File: config.mk
export PLATFORM = sky130hd
export DESIGN_NAME = qrs_div_cell
export DESIGN_NICKNAME = d
export VERILOG_FILES = /design/src/rtl/core/qrs_pkg.sv /design/src/rtl/core/qrs_div_cell.sv
export SDC_FILE = /design/constraint.sdc
export NUM_CORES = 1
export LEC_CHECK = 0
export BUFFER_PORTS_ARGS = -buffer_cell sky130_fd_sc_hd__buf_2
export CELL_PAD_IN_SITES_DETAIL_PLACEMENT = 2
export CELL_PAD_IN_SITES_GLOBAL_PLACEMENT = 2
export CORE_MARGIN = 4
export CORE_UTILIZATION = 28
export DETAILED_ROUTE_END_ITERATION = 10
export GPL_ROUTABILITY_DRIVEN = 0
export PLACE_DENSITY = 0.75
export SYNTH_ARGS = -nofsm -noshare
export SYNTH_HDL_FRONTEND = slang
export SYNTH_SLANG_ARGS = --single-unit
File: constraint.sdc
create_clock -name clk -period 2.2 [get_ports clk]
set_input_delay 0.11 -clock clk [delete_from_list [all_inputs] [get_ports clk]]
set_output_delay 0.11 -clock clk [all_outputs]
set_load 0.02 [all_outputs]
File: src/rtl/core/qrs_pkg.sv
package qrs_pkg;

  // Status codes of a result word.
  localparam logic [1:0] ST_NONQUAD = 2'd0;
  localparam logic [1:0] ST_NOROOT  = 2'd1;
  localparam logic [1:0] ST_DOUBLE  = 2'd2;
  localparam logic [1:0] ST_TWO     = 2'd3;

  // Result word layout: status, root_plus, root_minus, padded to bytes.
  localparam int ROOT_W = 32;
  localparam int OUT_W  = 72;
  localparam int SAT_W  = 64;

  // Sign and clamp an unsigned quotient magnitude into the signed 32-bit range.
  function automatic logic [ROOT_W-1:0] sat_root(input logic [SAT_W-1:0] mag,
                                                 input logic neg);
    logic [ROOT_W-1:0] res;
    if (neg) begin
      if (mag > SAT_W'(64'h8000_0000)) res = 32'h8000_0000;
      else res = -mag[ROOT_W-1:0];
    end else begin
      if (mag > SAT_W'(64'h7fff_ffff)) res = 32'h7fff_ffff;
      else res = mag[ROOT_W-1:0];
    end
    return res;
  endfunction

endpackage

File: src/rtl/core/qrs_div_cell.sv
module qrs_div_cell
  import qrs_pkg::*;
#(
  parameter int NW     = 32,
  parameter int DVW    = 17,
  parameter int SIDE_W = 4
) (
  input  logic                  clk,
  input  logic                  en,
  input  logic [1:0][NW-1:0]    n_in,
  input  logic [1:0][DVW-1:0]   rem_in,
  input  logic [DVW-1:0]        d_in,
  input  logic [SIDE_W-1:0]     side_in,
  output logic [1:0][NW-1:0]    n_out,
  output logic [1:0][DVW-1:0]   rem_out,
  output logic [DVW-1:0]        d_out,
  output logic [SIDE_W-1:0]     side_out
);

  logic [1:0][DVW:0]    rem_sh;
  logic [1:0]           ge;
  logic [1:0][DVW-1:0]  rem_nx;

  // One quotient bit for each of the two lanes, sharing the divisor.
  always_comb begin
    for (int i = 0; i < 2; i++) begin
      rem_sh[i] = {rem_in[i], n_in[i][NW-1]};
      ge[i]     = (rem_sh[i] >= {1'b0, d_in});
      rem_nx[i] = ge[i] ? DVW'(rem_sh[i] - {1'b0, d_in}) : rem_sh[i][DVW-1:0];
    end
  end

  // The numerator shifts out at the top while quotient bits shift in below.
  always_ff @(posedge clk) begin
    if (en) begin
      for (int i = 0; i < 2; i++) begin
        n_out[i]   <= {n_in[i][NW-2:0], ge[i]};
        rem_out[i] <= rem_nx[i];
      end
      d_out    <= d_in;
      side_out <= side_in;
    end
  end

endmodule

==> results.md <==
* Outcome: complete, but fails checks
* Failing checks: negative setup slack
* Initial antenna violation count at 3
* Period Utilization, post-route at 101%
* Simple-gate share of the synthesized area at 7.80%
* Cell taking the most area after synthesis: edfxtp_1
* Setup Viol. Count Final at 2
* Fin cells at 1155
* Slew Limit Fails at 0
* Required time of the critical path at 2.39 ns
* Worst slew margin at 62.2%
* DR top layer: met4
* CTS Root Cell: clkbuf_16
* Final Net Count at 1026
* Mean post-synth cell area at 13.4 um2
* Hold WS at 0.00679 ns
* Hold depth at 2
* DRT iter0 DRCs at 482
* Synth area leaders: edfxtp_1 61%, ha_1 7.3%, mux2_2 3.3%, xnor2_1 2.4%, a21oi_1 2.2%
* Global-route wire length before repair at 45800 um
* M1 WL at 12600 um
* Count leader, synth: edfxtp_1
* # IOs at 240
* DRC errors left at 0
* Via Count at 5788
* Sequential area share after synthesis at 61.1%
* Num CTS Buffers at 17
* Vias in the first global route at 6566
* Row count at 52
* Synth Area in Compound Gates at 13.3%
* Via-to-Cell Ratio at 5.01
* Synth Area in Adders at 7.95%
* Initial Util at 28.7%
* Ys async rst share at 0%
* Worst Hold Class: in -> reg
* Top cell type's share of synthesized area at 61.1%
* Clock buffer depth at 2
* Tmin final at 2.23 ns
* Maximum vdd drop at 587 uV
* Hpwl dp at 18700 um
* Die height at 153 um
* Crit path DAT at 2.42 ns
* Routed WL at 31100 um
* Multiplexer area fraction after synthesis at 4.30%
* Design area at 9690 um2
* Placed cell count at 1031
* Routed Antenna Nets at 0
* Core outline area at 20400 um2
* Static leakage at 4.31 nW
* Post-synth top cells: 119 x edfxtp_1, 34 x ha_1, 33 x nand2_1, 26 x a21oi_1, 25 x inv_1
* Final WS setup at -0.0291 ns
* Clock-pin slew on the worst setup and hold paths at 0.06 ns
* TNS Setup at -0.0394 ns
* Mapped Area at 5850 um2
* Post-synth EDFFs at 119
* Chip width at 153 um
* Htree depth at 4
* Peak Freq at 449 MHz
* Yosys cell types at 60
* Placed cell area at 8110 um2
* Final Hold Fails at 0
* Crit Path Max Fanout at 3
* Synth-to-Final Area Change at 65.6%
* Gr ovfl total at 0
* Pwr dens at 839 nW/um2
* Hold Startpoint: rem_in[30]
* Crit path kind: in -> reg
* Top_reg_cell synth: edfxtp_1
* Clk sink count at 119
* Port Buffer Count at 239
* FF+latch count, synth at 119
* Xor/xnor cell area share of the yosys netlist at 2.84%
* TritonCTS clock tree: built
* Largest family of logic cells by synthesized area: compound AO/OA/AOI/OAI gates
* Met3 WL post-DR at 1580 um
* Startpoint types: input pin
* Die area at 23300 um2
* Met2 Routed Length at 16200 um
* CP Capture Type: flip-flop
* Yosys warns at 0
* Routed WL per cell at 26.9 um
* Hold Path End: rem_out[31]
* TritonRoute pass-1 iters at 5
* Layout cell share with drive strength beyond 1 at 47.2%
* All-Layer GR Usage at 26.2%
* Syn_nets at 594
* Worst-margin pin slew at 0.568 ns
* Largest net degree at the start of global routing at 61
* Cell count after synthesis at 437
* Max Cap Violations at 0
critical path, stage by stage:
cell      delay, ns
buf_4          0.13
inv_4          0.07
ha_4           0.16
inv_2          0.05
fa_2           0.37
a21oi_4        0.19
o211ai_1       0.18
a221oi_2       0.37
buf_4          0.19
buf_4          0.10
a31oi_2        0.09
xnor2_1        0.13
mux2_2         0.26
report_power, final:
part           internal (mW)  switching (mW)  leakage (nW)  total [mW]
Clock                   2.02            1.18         0.316        3.20
Sequential              2.79           0.102          1.16        2.89
Combinational          0.870            1.18          2.83        2.05
Total                   5.67            2.46          4.31        8.13
cell type report:
| type | instances | area [um2] |
|---|---|---|
| Fill cell | 2077 | 10700 |
| Clock buffer | 17 | 425 |
| Tap cell | 270 | 338 |
| Multi-Input combinational cell | 282 | 2200 |
| Timing Repair Buffer | 422 | 2810 |
| Antenna cell | 3 | 7.51 |
| Inverter | 27 | 119 |
| Clock inverter | 15 | 224 |
| Sequential cell | 119 | 3570 |
kinds of logic (layout without fill, tap and decap cells):
logic type      count (synthesis)  count (layout)
compound gates                112             112
xor+xnor                       19              19
fa+ha+maj                      36              36
buf+inv                        36             481
flops                         119             119
mux                            21              21
other cells                     0               3
simple gates                   94              94
registers in the layout, indices dropped and copies added, names as in the netlist:
name      count
n_out        64
rem_out      34
d_out        17
side_out      4
cell usage in the layout (no fill, tap or decap), drive strengths merged, types with 3 or more instances in the layout:
cell           n
mux2          21
o21a          10
xnor2         16
bufinv         5
a2111oi        3
nand2         34
ha            34
a21o          15
nor2b          3
nor3b          3
diode          3
or2            3
buf          334
xor2           3
a31oi          3
edfxtp       119
o31ai          6
nor2          17
and2           5
nor3           3
o21ai         22
clkinv         6
inv           30
nand3         13
a211oi         4
o211ai         3
nand4          3
dlygate4sd3   87
a21oi         26
and4           3
clkbuf        18
layer usage:
metal	GRT usage [%]	vias up
li1	-	2539
met1	30.6	2939
met2	47.5	259
met3	6.05	51
met4	8.49	0
met5	0	-
worst max path at each step:
| stage | end | cells after the start | slack, ns | start |
|---|---|---|---|---|
| global placement | rem_out[14] | 12 | -0.28 | n_in[31] |
| detailed placement | rem_out[14] | 11 | -0.43 | d_in[0] |
| CTS | rem_out[14] | 11 | 0.02 | d_in[0] |
| global route | rem_out[16] | 13 | -0.03 | n_in[31] |
| floorplan | rem_out[25] | 11 | -0.05 | n_in[63] |
| finish | rem_out[16] | 13 | -0.03 | n_in[31] |
per-stage QoR:
| stage | total power [mW] | setup slack (ns) | util, % |
|---|---|---|---|
| finish | 8.13 | -0.0291 | 47.4 |
| detailed placement | 4.68 | -0.428 | 39.7 |
| global route | 8.40 | -0.0345 | 47.4 |
| floorplan | 3.82 | -0.0519 | - |
| CTS | 7.95 | 0.0185 | 47.1 |
| global placement | 4.58 | -0.278 | 39.7 |
timing repair:
item | CTS | global route
endpoints found under the setup margin | 0 | 15
resized for setup | 0 | 9
endpoints found under the hold margin | 87 | 0
hold buffers | 87 | 0
setup buffers | 0 | 2
Note: power is estimated with default switching activity, not from simulation.
