<file path="src/rtl/core/qrs_pkg.sv">
package qrs_pkg;

  // Status codes of a result word.
  localparam logic [1:0] ST_NONQUAD = 2'd0;
  localparam logic [1:0] ST_NOROOT  = 2'd1;
  localparam logic [1:0] ST_DOUBLE  = 2'd2;
  localparam logic [1:0] ST_TWO     = 2'd3;

  // Result word layout: status, root_plus, root_minus, padded to bytes.
  localparam int ROOT_W = 32;
  localparam int OUT_W  = 72;
  localparam int SAT_W  = 64;

  // Sign and clamp an unsigned quotient magnitude into the signed 32-bit range.
  function automatic logic [ROOT_W-1:0] sat_root(input logic [SAT_W-1:0] mag,
                                                 input logic neg);
    logic [ROOT_W-1:0] res;
    if (neg) begin
      if (mag > SAT_W'(64'h8000_0000)) res = 32'h8000_0000;
      else res = -mag[ROOT_W-1:0];
    end else begin
      if (mag > SAT_W'(64'h7fff_ffff)) res = 32'h7fff_ffff;
      else res = mag[ROOT_W-1:0];
    end
    return res;
  endfunction

endpackage

</file>
<file path="src/rtl/core/qrs_sqrt_cell.sv">
module qrs_sqrt_cell
  import qrs_pkg::*;
#(
  parameter int RW     = 17,
  parameter int SIDE_W = 34
) (
  input  logic                clk,
  input  logic                en,
  input  logic [2*RW-1:0]     x_in,
  input  logic [RW+2:0]       rem_in,
  input  logic [RW-1:0]       root_in,
  input  logic [SIDE_W-1:0]   side_in,
  output logic [2*RW-1:0]     x_out,
  output logic [RW+2:0]       rem_out,
  output logic [RW-1:0]       root_out,
  output logic [SIDE_W-1:0]   side_out
);

  logic [RW+2:0] rem_sh;
  logic [RW+2:0] trial;
  logic          ge;

  // One result bit: bring down two radicand bits and try 4*root+1.
  always_comb begin
    rem_sh = {rem_in[RW:0], x_in[2*RW-1 -: 2]};
    trial  = {1'b0, root_in, 2'b01};
    ge     = (rem_sh >= trial);
  end

  always_ff @(posedge clk) begin
    if (en) begin
      x_out    <= {x_in[2*RW-3:0], 2'b00};
      rem_out  <= ge ? (rem_sh - trial) : rem_sh;
      root_out <= {root_in[RW-2:0], ge};
      side_out <= side_in;
    end
  end

endmodule

</file>
<file path="config.mk">
export PLATFORM = sky130hd
export DESIGN_NAME = qrs_sqrt_cell
export DESIGN_NICKNAME = d
export VERILOG_FILES = /design/src/rtl/core/qrs_pkg.sv /design/src/rtl/core/qrs_sqrt_cell.sv
export SDC_FILE = /design/constraint.sdc
export NUM_CORES = 1
export LEC_CHECK = 0
export BUFFER_PORTS_ARGS = -buffer_cell sky130_fd_sc_hd__buf_2
export CAP_MARGIN = 20
export CORE_UTILIZATION = 50
export CTS_CLUSTER_SIZE = 24
export DETAILED_ROUTE_END_ITERATION = 7
export PLACE_DENSITY = 0.85
export SKIP_CTS_REPAIR_TIMING = 1
export SLEW_MARGIN = 20
export SYNTH_ARGS = -nofsm -noshare
export SYNTH_HDL_FRONTEND = slang
export SYNTH_SLANG_ARGS = --single-unit
</file>
<file path="constraint.sdc">
create_clock -name clk -period 3.7 [get_ports clk]
set_input_delay 0.37 -clock clk [delete_from_list [all_inputs] [get_ports clk]]
set_output_delay 0.37 -clock clk [all_outputs]
set_load 0.02 [all_outputs]
</file>
==> impl_metrics.py <==
metrics = {
    "die": {
        "boundaryPins": 212,
        "die-width_um": 97.1,
        "design.core.area_um2": 8720,
        "total_die_area_um2": 9420,
        "die_height_um": 97.1,
        "num_rows": 34,
        "initial_core_utilization_pct": 51.8,
    },
    "global_routing": {
        "globalRoute.busiestLayer": "met2",
        "grtUsageMet1_pct": 24.7,
        "grt_util_all_layers_pct": 21.4,
        "grtUsageMet2_pct": 39.1,
        "number_of_global_route_vias_before_repair": 3150,
        "grt_overflow_total": 0,
        "grt_first_pass_wirelength_um": 15600,
        "grt_util_met3_pct": 4.60,
        "antenna_found_initial": 0,
        "grt_max_degree": 56,
    },
    "cells_and_area": {
        "final_layout_size_suffix_gt1_share_pct": 48.5,
        "ff_latch_area_um2": 3090,
        "filler_cell_count": 611,
        "finished_core_util_pct": 66.9,
        "num-nets-final": 634,
        "area.growth.synth_to_final_pct": 29.2,
        "multiInputGateArea_um2": 1250,
        "num_antenna_cells": 0,
        "final_design_area_no_fill_um2": 5840,
    },
    "worst_setup_path": {
        "timing.critical_path.from_type": "input pin",
        "path_class": "in2reg",
        "cp.required_ps": 3810,
        "timing.critical_path.arrival_ps": 2570,
        "timing.critical_path.to_type": "flop",
        "crit_path_start": "root_in[8]",
        "endpoint_of_the_worst_setup_timing_path": "rem_out[14]",
        "crit_path_max_fanout": 13,
    },
    "sta": {
        "fin_worst_hold_slack_ps": 166,
        "finalSetupViolCount": 0,
        "fmax_ghz": 0.407,
        "maxSlewViolCount": 0,
        "post-route-worst-setup-slack_ps": 1250,
        "layout_worst_path_cycle_share_pct": 66.3,
        "fin_setup_tns_ps": 0,
        "tightest_slew_ps": 681,
        "max-slew-margin-rel_pct": 54.6,
        "rsz0062_at_grt": "no",
        "report.final.hold_viol_count": 0,
        "final_period_minus_worst_setup_slack_ps": 2450,
    },
    "logic_synthesis": {
        "post-synth-top-area-cell": "edfxtp_1",
        "async_flop_share_pct": 0,
        "post_synth.cell_area_avg_um2": 15.2,
        "post_synth_main_area_contributors": "edfxtp_1 68%, ha_1 5.3%, mux2_4 4.3%",
        "mappedNetlistArea_um2": 4520,
        "synth-adder-area-share_pct": 5.26,
        "synth_top_area_share_pct": 68.5,
        "synth-xor-area-share_pct": 3.30,
        "ys.warnings.count": 0,
        "synth-compound-area-share_pct": 8.83,
        "synth_top_flop_cell": "edfxtp_1",
        "postSynthCellCount": 297,
        "yosys_register_bits": 103,
        "synth_edf_count": 103,
        "seq_area_frac_synth_pct": 68.5,
        "synth_simple_gate_area_share_pct": 5.18,
        "synth_top_family_by_area": "compound AO/OA/AOI/OAI gates",
        "netlist-cell-type-count": 42,
        "yosys-mux-area-fraction_pct": 5.04,
    },
    "detailed_routing": {
        "detail_route.iter0.violations": 135,
        "drc": 0,
        "vias": 3175,
        "route.detailed.wl_per_inst_um": 16.1,
        "post_drt_via_cell_ratio": 5.11,
        "routed_wl_um": 10000,
        "drt_pre_antenna_iters": 4,
        "route.antenna.remaining_nets": 0,
    },
    "place": {
        "place_worst_setup_slack_ps": 889,
        "place_area_um2": 5640,
        "place_hpwl_um": 7840,
        "place.port_buffers": 207,
        "placer_s_final_routability_congestion_estimate": 0.921,
    },
    "job": {
        "max-cap-violations": 0,
    },
    "cts": {
        "cts_sinks": 103,
        "cts.clk_slew.worst_paths_ps": 120,
        "clock_tree_from_tritoncts": "built",
        "htree_num_levels": 3,
        "cts_root_buf": "clkbuf_8",
        "clockBufferDepth": 2,
        "numCtsBuffers": 9,
    },
    "status": {
        "run_status": "finished clean",
    },
    "power": {
        "irDropWorstVdd_uv": 220,
        "power_density_nw_per_um2": 470,
        "leakagePower_nw": 2.59,
    },
    "worst_hold_path": {
        "holdCritPathClass": "in2reg",
    },
}
area by class of cell:
class	count	share of cell area [%]
Tap cell	108	2.31
Timing Repair Buffer	211	18.3
Sequential cell	103	53.0
Clock buffer	9	2.12
Inverter	24	1.54
Clock inverter	7	1.24
Multi-Input combinational cell	159	21.5
per-stage QoR:
step	cells	power, mW
floorplan	298	1.87
global placement	605	2.08
detailed placement	605	2.10
CTS	621	2.78
global route	621	2.86
finish	621	2.74
report_power, final:
group          switching [mW]  internal (mW)  total [mW]
clock network           0.409          0.267       0.676
registers              0.0255           1.42        1.44
logic                   0.372          0.255       0.626
registers in the layout (all words and copies together), names as in the netlist:
name      count
rem_out      20
root_out     17
side_out     34
x_out        32
worst min path at each step:
stage,startpoint,endpoint,slack (ps),cells after the start
4_1_cts,x_in[14],x_out[16],150,1
2_1_floorplan,root_in[9],root_out[10],470,0
3_5_place_dp,x_in[24],x_out[26],550,1
6_report,x_in[27],x_out[29],170,1
3_3_place_gp,x_in[8],x_out[10],550,1
5_1_grt,side_in[18],side_out[18],150,1
cell usage after synthesis (3+ instances only):
library cell and number:
a211oi_1 5, a21o_1 3, a21oi_1 14, buf_4 3, buf_6 3, edfxtp_1 103
ha_1 19, inv_1 24, mux2_4 13, nand2_1 11, nand3_1 5, nand4_1 6
nor2_1 12, nor3_1 5, o211ai_1 6, o21a_1 5, o21ai_0 13, xnor2_1 12
xor2_1 5
worst max-delay path, cell delays in order:
cell and delay, ps:
buf_2 90, inv_1 40, ha_1 400, nand4_1 190, nor4_2 390, a2111oi_2 120
a21o_1 190, a31oi_2 160, buf_4 290, mux2_4 320
cells by family after synthesis:
| family | Yosys count |
|---|---|
| AOI/OAI and AO/OA | 58 |
| buffers and inverters | 36 |
| DFF | 103 |
| and+or+nand+nor | 47 |
| muxes | 16 |
| adders and majority gates | 19 |
| other | 1 |
| xor gates and xnor gates | 17 |
layer usage:
| layer | share of wire (%) | wire length (µm) | vias to the layer above |
|---|---|---|---|
| met3 | 6.3 | 630 | 14 |
| met4 | 1.4 | 144 | 0 |
| met5 | 0 | 0 | - |
| met1 | 38 | 3830 | 1496 |
| met2 | 54 | 5410 | 134 |
| li1 | - | - | 1531 |
cells in the final DEF, fill, tap and decap left out, drive strengths merged:
cell type    n
and2         2
mux2i        1
edfxtp     103
a211o        1
a21boi       1
o21a         5
conb         2
o21ai       13
nor2        12
and2b        1
nand3        5
xnor2       12
a2111oi      1
a211oi       5
clkbuf       9
nand2       11
a31oi        3
nand4        6
nor4         1
clkinv       3
nor2b        1
xor2         5
a31o         1
o21bai       1
and4         1
ha          19
buf        211
mux2        15
o211ai       7
a21o         3
nand2b       2
o22ai        2
inv         28
a21oi       15
nor3         5
Note: power is estimated with default switching activity, not from simulation.
